**src/rtl/wmsd_pkg.sv**
```systemverilog
`default_nettype none
// ----------------------------------------------------------------------------
// wmsd_pkg
// Types and fixed constants shared by the windowed mean / std-dev block.
// ----------------------------------------------------------------------------
package wmsd_pkg;

    localparam int SUM_BITS    = 31;               // running sum, two's complement
    localparam int SQ_BITS     = 54;               // running sum of squares
    localparam int MEAN_W      = 32;
    localparam int STD_W       = 32;
    localparam int COUNT_W     = 7;
    localparam int CFG_W       = 7;
    localparam int NUM_W       = SUM_BITS + 8;     // |sum| * 256
    localparam int D_W         = 64;               // variance numerator
    localparam int FRAC_SHIFT  = 16;
    localparam int DQ_W        = D_W + FRAC_SHIFT; // divider dividend
    localparam int SQRT_STEPS  = D_W / 2;
    localparam int STEP_W      = 7;
    localparam int OUT_TDATA_W = 72;
    localparam int APB_AW      = 3;

    localparam logic [CFG_W-1:0] WL_RESET = 7'd64;

    localparam logic       REG_WINDOW_LENGTH = 1'b0;  // word index on paddr[2]
    localparam logic       CMD_ADD           = 1'b0;
    localparam logic       CMD_CLEAR         = 1'b1;

    typedef enum logic [3:0] {
        S_IDLE,
        S_READ,
        S_UPDATE,
        S_PREP,
        S_MUL,
        S_DIVM,
        S_CHK,
        S_DIVV,
        S_SQLD,
        S_SQRT,
        S_STD,
        S_FINISH
    } t_state;

    typedef struct packed {
        logic clear;
        logic rd;
        logic square;
        logic update;
        logic prep;
        logic mul_step;
        logic div_step;
        logic mean_cap;
        logic divv_ld;
        logic std_zero;
        logic sqrt_ld;
        logic sqrt_step;
        logic std_cap;
        logic out_ld;
    } t_dp_cmd;

    typedef struct packed {
        logic var_ok;
    } t_dp_sts;

endpackage
`default_nettype wire

```
**src/rtl/wmsd_ctrl.sv**
```systemverilog
`default_nettype none
// ----------------------------------------------------------------------------
// wmsd_ctrl
// Sequencer: steps the datapath through update, multiply, divide and root.
// ----------------------------------------------------------------------------
module wmsd_ctrl #(
    parameter int MAX_WINDOW = 64
) (
    input  wire logic              i_clk,
    input  wire logic              i_rst_n,
    input  wire logic              i_s_valid,
    input  wire logic              i_command,
    output logic                   o_s_ready,
    output logic                   o_m_valid,
    input  wire logic              i_m_ready,
    output wmsd_pkg::t_dp_cmd      o_cmd,
    input  wire wmsd_pkg::t_dp_sts i_sts
);
    import wmsd_pkg::*;

    localparam int CNT_W = $clog2(MAX_WINDOW + 1);

    t_state              r_state, n_state;
    logic [STEP_W-1:0]   r_step, n_step;
    logic                r_out_valid, n_out_valid;
    logic                accept, last, out_free;

    assign accept   = i_s_valid && (r_state == S_IDLE);
    assign last     = (r_step == '0);
    assign out_free = !r_out_valid || i_m_ready;

    always_comb begin
        n_state = r_state;
        unique case (r_state)
            S_IDLE:   if (accept) begin
                          n_state = (i_command == CMD_CLEAR) ? S_FINISH : S_READ;
                      end
            S_READ:   n_state = S_UPDATE;
            S_UPDATE: n_state = S_PREP;
            S_PREP:   n_state = S_MUL;
            S_MUL:    if (last) n_state = S_DIVM;
            S_DIVM:   if (last) n_state = S_CHK;
            S_CHK:    n_state = i_sts.var_ok ? S_DIVV : S_FINISH;
            S_DIVV:   if (last) n_state = S_SQLD;
            S_SQLD:   n_state = S_SQRT;
            S_SQRT:   if (last) n_state = S_STD;
            S_STD:    n_state = S_FINISH;
            S_FINISH: if (out_free) n_state = S_IDLE;
            default:  n_state = S_IDLE;
        endcase
    end

    always_comb begin
        n_step = r_step - STEP_W'(1);
        unique case (r_state)
            S_PREP:  n_step = STEP_W'(CNT_W - 1);
            S_MUL:   if (last) n_step = STEP_W'(NUM_W - 1);
            S_CHK:   n_step = STEP_W'(DQ_W - 1);
            S_SQLD:  n_step = STEP_W'(SQRT_STEPS - 1);
            default: n_step = last ? r_step : r_step - STEP_W'(1);
        endcase
    end

    always_comb begin
        o_cmd           = '0;
        o_s_ready       = (r_state == S_IDLE);
        o_cmd.clear     = accept && (i_command == CMD_CLEAR);
        o_cmd.rd        = accept && (i_command == CMD_ADD);
        o_cmd.square    = (r_state == S_READ);
        o_cmd.update    = (r_state == S_UPDATE);
        o_cmd.prep      = (r_state == S_PREP);
        o_cmd.mul_step  = (r_state == S_MUL);
        o_cmd.div_step  = (r_state == S_DIVM) || (r_state == S_DIVV);
        o_cmd.mean_cap  = (r_state == S_CHK);
        o_cmd.divv_ld   = (r_state == S_CHK) && i_sts.var_ok;
        o_cmd.std_zero  = (r_state == S_CHK) && !i_sts.var_ok;
        o_cmd.sqrt_ld   = (r_state == S_SQLD);
        o_cmd.sqrt_step = (r_state == S_SQRT);
        o_cmd.std_cap   = (r_state == S_STD);
        o_cmd.out_ld    = (r_state == S_FINISH) && out_free;
    end

    // hold the result word until taken
    always_comb begin
        n_out_valid = r_out_valid && !i_m_ready;
        if (o_cmd.out_ld) begin
            n_out_valid = 1'b1;
        end
    end

    assign o_m_valid = r_out_valid;

    always_ff @(posedge i_clk) begin
        if (!i_rst_n) begin
            r_state     <= S_IDLE;
            r_step      <= '0;
            r_out_valid <= 1'b0;
        end else begin
            r_state     <= n_state;
            r_step      <= n_step;
            r_out_valid <= n_out_valid;
        end
    end
endmodule
`default_nettype wire

```
**config.mk**
```make
export PLATFORM = sky130hd
export DESIGN_NAME = wmsd_ctrl
export DESIGN_NICKNAME = d
export VERILOG_FILES = /design/src/rtl/wmsd_pkg.sv /design/src/rtl/wmsd_ctrl.sv
export SDC_FILE = /design/constraint.sdc
export NUM_CORES = 1
export LEC_CHECK = 0
export BUFFER_PORTS_ARGS = -buffer_cell sky130_fd_sc_hd__buf_4
export CAP_MARGIN = 20
export CORE_MARGIN = 4
export CORE_UTILIZATION = 52
export DETAILED_ROUTE_END_ITERATION = 8
export PLACE_DENSITY = 0.86
export REMOVE_ABC_BUFFERS = 1
export SYNTH_ARGS = -nofsm -noshare
export SYNTH_HDL_FRONTEND = slang
export SYNTH_SLANG_ARGS = --single-unit
export TNS_END_PERCENT = 30
```
**constraint.sdc**
```tcl
create_clock -name i_clk -period 1.65 [get_ports i_clk]
set_input_delay 0.4125 -clock i_clk [delete_from_list [all_inputs] [get_ports i_clk]]
set_output_delay 0.4125 -clock i_clk [all_outputs]
set_load 0.02 [all_outputs]
```
==> results.yml, run 1 <==
power_and_ir_drop:
  peakVddDrop_mv: 1.42
  powerDensity_nw_per_um2: 2030
  power.leakage_nw: 0.689
global_routing:
  grt.overflow.total: 0
  grt_pass1_vias: 1073
  grt_util_all_layers: 0.264
  antenna_found_initial: 0
  grt_pass1_wl_mm: 5.08
  grt_max_degree: 13
sta:
  fmax_ghz: 0.496
  tightest_slew_ns: 0.423
  final.period_utilization: 1.22
  period_minus_slack_ns: 2.01
  rsz0062_at_grt: "yes"
  worst_slack_ns: -0.365
  hold_slack_ns: 0.411
  finalSetupTns_ns: -4.06
  report.final.hold_viol_count: 0
  setup_viol: 25
  max_slew_margin: 0.716
  slew_viol_final: 0
  fin_skew_ns: 0.00626
logic_synthesis:
  synth_area_sq_um: 948
  synth.area.top_cells: "dfxtp_1 (25%), nor2_1 (5.1%), nand2b_1 (4.0%)"
  async_reset_ff_frac: 0
  syn_area_per_cell_sq_um: 8.32
  synth_fa_ha_area_frac: 0.0264
  synth_cell_types: 46
  synth_ff_type: "dfxtp_1"
  synth_xor_area_frac: 0.0462
  synthMuxAreaShare: 0.0369
  synth_top_family_by_area: "simple AND/OR/NAND/NOR gates"
  synthSimpleGateAreaFrac: 0.356
  synth_top_area_cell: "dfxtp_1"
  synthCells: 114
  synth_edf_count: 0
  synth_top_area_share: 0.253
  yosysWarnings: 0
  synth_compound_area_frac: 0.195
  ys_ff_latch: 12
  yosysSeqAreaShare: 0.253
worst_setup_path:
  crit_path_frequent_cell: "buf_6"
  path_max_fanout: 3
  startpoint_type: "register"
  reg2reg_depth: 8
  critPathKind: "register to output pin"
  r2r_slack_ns: -0.25
  cp.arrival_ns: 1.60
  path_cells: "buf_6, buf_6, nor4_4, and3_1, buf_6"
  crit_start: "r_state[2]$_SDFFE_PN0P_"
  required_ns: 1.24
  crit_path_max_incr_delay_ns: 0.35
  reg2reg_to: "r_state[2]$_SDFFE_PN0P_"
  crit_slowest_cell: "dfxtp_2"
  cp-end-kind: "output pin"
  r2r_start: "r_state[2]$_SDFFE_PN0P_"
clocking:
  htree_num_levels: 1
  clock_sink_count: 12
  clkLatencyLatePin_ns: 0.28
  numCtsBuffers: 3
  cts-root-buf: "clkbuf_4"
  cts_tree: "built"
  path_clk_slew_ns: 0.09
  cts_buffer_depth: 2
hold_path:
  hold_end: "r_state[3]$_SDFFE_PN0P_"
  hold_depth: 3
  hold_class: "input pin to register"
  hold_start: "i_rst_n"
placement:
  io_buffers: 21
  place_congestion: 0.905
  hpwl_mm: 1.84
  place_area_sq_um: 1200
  pre_cts_ws_ns: 0.0246
  placed_cells: 168
drt:
  drt_pass1_iterations: 4
  num_vias: 1174
  postRouteAntennaNets: 0
  drc_errors: 0
  routed_wl_mm: 4.12
  wire_per_inst_um: 22.5
  drt_iter0_markers: 91
  viasPerCell: 6.42
finish:
  nets: 168
  regArea_sq_um: 250
  layout_common_cells: "buf_4 (29), buf_6 (15), nor2_1 (11), dfxtp_1 (8)"
  final_common_cell: "buf_4"
  area_growth_pct: 61.7
  fillers: 71
  fin_cells: 183
  drive_gt1_frac: 0.538
  diodes: 0
  multi_input_area_sq_um: 742
  final_cell_area_sq_um: 1530
outcome:
  violations: "negative setup slack"
  status: "finished with violations"
die:
  die_y_um: 50.7
  fp.dieArea_sq_um: 2570
  start_util: 0.549
  die_width_um: 50.7
  rows: 15
  coreArea_sq_um: 1730
  ios: 22
flow_run:
  max_cap_viol_count: 0
==> how the worst max path moves through the flow <==
stage,endpoint,slack [ns],cells after the start
CTS,o_cmd[5],-0.22,5
global placement,o_cmd[9],0.07,4
global route,o_cmd[13],-0.39,5
detailed placement,o_cmd[0],0.02,3
floorplan,o_cmd[5],-0.25,4
finish,o_cmd[13],-0.36,5
==> cells by family after synthesis <==
| family | after synthesis |
|---|---|
| AO/OA/AOI/OAI | 25 |
| flip-flops | 12 |
| buffers and inverters | 15 |
| multiplexers | 3 |
| adder cells (fa/ha/maj) | 2 |
| XOR/XNOR | 5 |
| AND/OR/NAND/NOR | 52 |
==> flip-flops by register name, summed over array words and instances, names as in the netlist <==
register   count
r_step         7
r_state        4
o_m_valid      1
==> repair_timing <==
action,4_1_cts,5_1_grt
hold buffers,0,0
setup endpoints to repair,15,24
pin swaps,7,6
setup buffers,8,3
gates cloned,0,1
gates resized for setup,27,26
==> Yosys cell counts, drive strengths merged (2+ instances only) <==
library cell / count
buf: 5
nor3: 3
dfxtp: 12
nand2b: 6
xnor2: 2
and3: 3
o21ai: 5
mux2i: 2
xor2: 3
nor3b: 2
and2: 2
a21oi: 6
ha: 2
inv: 8
nand3: 3
and2b: 2
a31oi: 4
o21a: 3
nand2: 5
nor2: 15
nor4: 2
nand4: 3
==> worst max-delay path: cells and delay by family (launching register included) <==
kind | cells | cell delay [ns]
and+or+nand+nor | 2 | 0.61
buffers and inverters | 3 | 0.36
DFF | 1 | 0.35
==> cell type report <==
class | instances | area share
clock buffer | 3 | 0.0147
inverter | 9 | 0.0269
multi-input combinational | 87 | 0.484
sequential | 12 | 0.163
tap | 25 | 0.0204
timing repair buffer | 47 | 0.291
==> report_power, final <==
| part | internal, W | switching [W] |
|---|---|---|
| clock network | 0.0000848 | 0.000112 |
| registers | 0.000420 | 0.000165 |
| logic | 0.00111 | 0.00122 |
==> metrics by stage <==
stage / total power, W / util
after floorplan: 0.00161 / -
after global placement: 0.00210 / 0.693
after detailed placement: 0.00216 / 0.693
after CTS: 0.00259 / 0.793
after global routing: 0.00325 / 0.888
final: 0.00311 / 0.888
==> metal layers <==
metal	up-vias	wire [um]	GRT usage
li1	493	-	-
met5	-	0	0
met2	108	2010	0.476
met1	553	1540	0.315
met3	20	386	0.0267
met4	0	184	0.108
(Power assumes the default switching activity.)
==> run 2: changes to the inputs <==
--- a/config.mk
+++ b/config.mk
@@ -7,6 +7,7 @@
 export LEC_CHECK = 0
 export BUFFER_PORTS_ARGS = -buffer_cell sky130_fd_sc_hd__buf_4
 export CAP_MARGIN = 20
+export CORE_ASPECT_RATIO = 1.4
 export CORE_MARGIN = 4
 export CORE_UTILIZATION = 52
 export DETAILED_ROUTE_END_ITERATION = 8
==> results.yml, run 2 (same netlist as run 1, synthesis figures left out) <==
sta:
  tightest_slew_ns: 0.343
  report.final.hold_viol_count: 0
  fmax_ghz: 0.518
  fin_skew_ns: 0.00266
  finalSetupTns_ns: -3.06
  max_slew_margin: 0.770
  setup_viol: 22
  hold_slack_ns: 0.421
  worst_slack_ns: -0.281
  slew_viol_final: 0
  rsz0062_at_grt: "yes"
  final.period_utilization: 1.17
  period_minus_slack_ns: 1.93
global_routing:
  antenna_found_initial: 0
  grt_util_all_layers: 0.279
  grt_max_degree: 11
  grt_pass1_wl_mm: 5.29
  grt_pass1_vias: 1172
  grt.overflow.total: 0
worst_setup_path:
  crit_start: "r_state[3]$_SDFFE_PN0P_"
  r2r_start: "r_state[0]$_SDFFE_PN0P_"
  startpoint_type: "register"
  cp-end-kind: "output pin"
  required_ns: 1.24
  critPathKind: "register to output pin"
  path_max_fanout: 5
  cp.arrival_ns: 1.52
placement:
  hpwl_mm: 2.00
  place_congestion: 0.886
  pre_cts_ws_ns: -0.00329
  io_buffers: 21
  placed_cells: 160
die:
  start_util: 0.540
  die_width_um: 44.1
  coreArea_sq_um: 1760
  ios: 22
  die_y_um: 58.5
  fp.dieArea_sq_um: 2580
  rows: 18
drt:
  drc_errors: 0
  met1_length_mm: 1.29
  top_layer: "met4"
  viasPerCell: 6.40
  met2_length_mm: 1.89
  routed_wl_mm: 3.70
  wire_per_inst_um: 21.0
  postRouteAntennaNets: 0
  num_vias: 1126
  drt_pass1_iterations: 4
  wl_met3_um: 220
  drt_iter0_markers: 39
power_and_ir_drop:
  power.leakage_nw: 0.669
  peakVddDrop_mv: 1.72
  netSwitchingPower_w: 0.00140
  switching_share: 0.459
  combPwrFrac: 0.734
  power_frac_seq: 0.186
  power.total_w: 0.00305
  intPower_w: 0.00165
  pwr-share-clk: 0.080
  powerDensity_nw_per_um2: 2100
hold_path:
  hold_class: "input pin to register"
  hold_start: "i_rst_n"
outcome:
  violations: "negative setup slack"
  status: "finished with violations"
clocking:
  cts-root-buf: "clkbuf_4"
  path_clk_slew_ns: 0.08
  cts_buffer_depth: 2
  clkLatencyLatePin_ns: 0.28
  htree_num_levels: 1
  hold_buffers: 0
  clock_sink_count: 12
  cts_tree: "built"
  numCtsBuffers: 3
finish:
  fin_cells: 176
  regArea_sq_um: 253
  final_common_cell: "buf_4"
  drive_gt1_frac: 0.513
  nets: 165
  top_register: "r_step"
  largest_reg_flops: 7
  area_growth_pct: 52.6
  multi_input_area_sq_um: 707
  layout_common_cells: "buf_4 (32), nor2_1 (12), buf_6 (10), dfxtp_1 (8)"
  diodes: 0
  fillers: 99
flow_run:
  max_cap_viol_count: 0
==> run 2: cell types whose count changed in the layout (fill, tap and decap cells not counted), sizes merged <==
cell  before  now
buf       46   44
==> run 2: what timing repair did <==
item	4_1_cts	5_1_grt
setup buffers	7	5
resized for setup	29	8
pin swaps	6	9
endpoints found under the setup margin	16	23
==> run 2: power groups by stage <==
| stage | clock [W] | sequential [W] | combinational (W) |
|---|---|---|---|
| floorplan | 0 | 0.000595 | 0.00102 |
| global placement | 0 | 0.000528 | 0.00159 |
| detailed placement | 0 | 0.000533 | 0.00165 |
| CTS | 0.000248 | 0.000557 | 0.00190 |
| global route | 0.000257 | 0.000575 | 0.00238 |
| finish | 0.000245 | 0.000567 | 0.00224 |
==> run 2: worst paths after layout <==
check	slack (ns)	to	cells after the start
max	-0.28	o_cmd[5]	5
min	0.42	r_step[0]$_SDFFE_PN0P_	3
max reg2reg	-0.23	r_state[1]$_SDFFE_PN0P_	8
min reg2reg	0.56	r_step[1]$_SDFFE_PN0P_	2
==> run 2: cell type report <==
cell class / count / area share
tap: 20 / 0.0173
sequential: 12 / 0.175
inverter: 9 / 0.0268
timing repair buffer: 44 / 0.268
multi-input combinational: 87 / 0.488
clock buffer: 4 / 0.0251
==> run 2: layer usage <==
layer  global-route usage  up-vias
met4                0.185        0
li1                     -      486
met2                0.498       68
met5                    0        -
met1                0.288      539
met3               0.0489       33
==> run 2: worst max-delay path, cell delays in order (launching register included) <==
cell      delay (ns)
dfxtp_4         0.37
nand2b_4        0.14
or3_4           0.42
clkinv_4        0.07
and2_4          0.13
buf_6           0.11
==> run 2: metrics by stage <==
step	instance area (sq um)	utilization
after floorplan	902	-
after global placement	1180	0.672
after detailed placement	1180	0.672
after CTS	1370	0.782
after global routing	1450	0.824
final	1450	0.824
==> run 3: changes to the inputs <==
--- a/config.mk
+++ b/config.mk
@@ -5,14 +5,16 @@
 export SDC_FILE = /design/constraint.sdc
 export NUM_CORES = 1
 export LEC_CHECK = 0
+export ABC_AREA = 1
 export BUFFER_PORTS_ARGS = -buffer_cell sky130_fd_sc_hd__buf_4
 export CAP_MARGIN = 20
-export CORE_ASPECT_RATIO = 1.4
 export CORE_MARGIN = 4
 export CORE_UTILIZATION = 52
 export DETAILED_ROUTE_END_ITERATION = 8
-export PLACE_DENSITY = 0.86
+export GPL_ROUTABILITY_DRIVEN = 0
+export PLACE_DENSITY = 0.87
 export REMOVE_ABC_BUFFERS = 1
+export SKIP_CTS_REPAIR_TIMING = 1
 export SYNTH_ARGS = -nofsm -noshare
 export SYNTH_HDL_FRONTEND = slang
 export SYNTH_SLANG_ARGS = --single-unit
==> results.yml, run 3 <==
finish:
  nets: 193
  fillers: 109
  final_cell_area_sq_um: 1250
  layout_common_cells: "nand2_1 (33), buf_4 (25), inv_1 (19), nor2_1 (17), nand2_2 (12)"
  fin_cells: 200
  area_growth_pct: 37.7
  diodes: 0
  fin_util: 0.791
  drive_gt1_frac: 0.391
  largest_reg_flops: 7
  top_register: "r_step"
  final_common_cell: "nand2_1"
placement:
  placed_cells: 193
  hpwl_mm: 1.95
  io_buffers: 21
  place_area_sq_um: 1110
drt:
  drt_pass1_iterations: 4
  routed_wl_mm: 2.86
  viasPerCell: 5.50
  postRouteAntennaNets: 0
  wire_per_inst_um: 14.3
  drt_iter0_markers: 52
  num_vias: 1100
  drc_errors: 0
die:
  start_util: 0.575
  die_y_um: 49.7
  ios: 22
  die_width_um: 49.7
  rows: 14
  coreArea_sq_um: 1580
  fp.dieArea_sq_um: 2470
logic_synthesis:
  synth.area.top_cells: "dfxtp_1 (27%), nand2_1 (14%), inv_1 (10%)"
  async_reset_ff_frac: 0
  synth_cell_types: 24
  synth_fa_ha_area_frac: 0.0276
  yosysSeqAreaShare: 0.265
  synth_ff_type: "dfxtp_1"
  synthMuxAreaShare: 0
  synth_top_area_share: 0.265
  synth_top_area_cell: "dfxtp_1"
  synthSimpleGateAreaFrac: 0.446
  syn_area_per_cell_sq_um: 5.96
  synth_edf_count: 0
  synth_top_family_by_area: "simple AND/OR/NAND/NOR gates"
  synth_xor_area_frac: 0.0290
  synth.most_common_cell: "nand2_1"
  yosysWarnings: 0
  synth_area_sq_um: 906
  ys_ff_latch: 12
  synth_common_cells: "nand2_1 (34), inv_1 (25), nor2_1 (22), dfxtp_1 (12), nand2_2 (11)"
  synthCells: 152
  synth_compound_area_frac: 0.106
outcome:
  violations: "negative setup slack"
  status: "finished with violations"
worst_setup_path:
  critPathKind: "register to output pin"
  cp.arrival_ns: 1.38
  startpoint_type: "register"
  crit_slowest_cell: "dfxtp_4"
  required_ns: 1.24
  crit_path_max_incr_delay_ns: 0.41
  path_max_fanout: 6
  cp-end-kind: "output pin"
  path_cells: "inv_4, nor2_4, nand2_2, or2_1, inv_1, buf_6"
clocking:
  clock_sink_count: 12
  clkLatencyLatePin_ns: 0.30
  path_clk_slew_ns: 0.08
  cts-root-buf: "clkbuf_4"
  numCtsBuffers: 3
  cts_tree: "built"
  cts_buffer_depth: 2
  htree_num_levels: 1
sta:
  tightest_slew_ns: 0.356
  final.period_utilization: 1.08
  finalSetupTns_ns: -0.739
  report.final.hold_viol_count: 0
  setup_viol: 10
  fin_skew_ns: 0.00621
  max_slew_margin: 0.762
  rsz0062_at_grt: "yes"
  slew_viol_final: 0
  fmax_ghz: 0.559
  period_minus_slack_ns: 1.79
  worst_slack_ns: -0.139
flow_run:
  max_cap_viol_count: 0
global_routing:
  antenna_found_initial: 0
  grt_util_all_layers: 0.202
  grt_pass1_wl_mm: 3.95
  grt.overflow.total: 0
  grt_max_degree: 8
  grt_pass1_vias: 961
power_and_ir_drop:
  powerDensity_nw_per_um2: 2100
  peakVddDrop_mv: 1.30
  power.leakage_nw: 0.694
  power.total_w: 0.00262
hold_path:
  hold_class: "input pin to register"
-- run 3: cell families after synthesis --
group           count (synthesis)
compound gates                 17
simple gates                   88
buf+inv                        30
xor+xnor                        3
fa+ha+maj                       2
flops                          12
-- run 3: path summary, 6_finish.rpt --
kind	startpoint	endpoint	slack, ns	cells after the start
worst max register to register	r_step[0]$_SDFFE_PN0P_	r_state[0]$_SDFFE_PN0P_	0.15	11
worst min-delay path	i_m_ready	o_m_valid$_SDFF_PN0_	0.39	4
worst min register to register	r_state[2]$_SDFFE_PN0P_	r_state[2]$_SDFFE_PN0P_	0.54	2
worst max-delay path	r_state[1]$_SDFFE_PN0P_	o_cmd[4]	-0.14	6
-- run 3: final cells by class --
class                           instances  area [sq um]  share of cell area
Inverter                               30           119              0.0953
Sequential cell                        12           253               0.203
Multi-Input combinational cell        110           598               0.479
Timing Repair Buffer                   28           221               0.178
Clock buffer                            4          36.3              0.0291
Tap cell                               16          20.0              0.0160
-- run 3: where the power goes --
part           total (W)  internal [W]  switching [W]  leakage, nW
clock network   0.000249      0.000135       0.000114       0.0210
registers       0.000571      0.000426       0.000145        0.101
logic            0.00180      0.000679        0.00112        0.571
-- run 3: through the flow --
stage               worst slack, ns  hold slack, ns
floorplan                    -0.185           0.490
global placement              0.131           0.508
detailed placement           0.0888           0.531
CTS                          -0.230           0.395
global route                 -0.182           0.416
finish                       -0.139           0.389
-- run 3: worst max-delay path: cells and delay by family, from the launching register on --
| family | cells | cell delay (ns) |
|---|---|---|
| simple gates | 3 | 0.43 |
| buf+inv | 3 | 0.25 |
| flops | 1 | 0.41 |
-- run 3: layer usage --
| layer | vias up | share of wire | GRT usage |
|---|---|---|---|
| li1 | 531 | - | - |
| met1 | 509 | 0.40 | 0.236 |
| met2 | 55 | 0.52 | 0.341 |
| met3 | 5 | 0.068 | 0.0542 |
| met4 | 0 | 0.012 | 0.0922 |
| met5 | - | 0 | 0 |
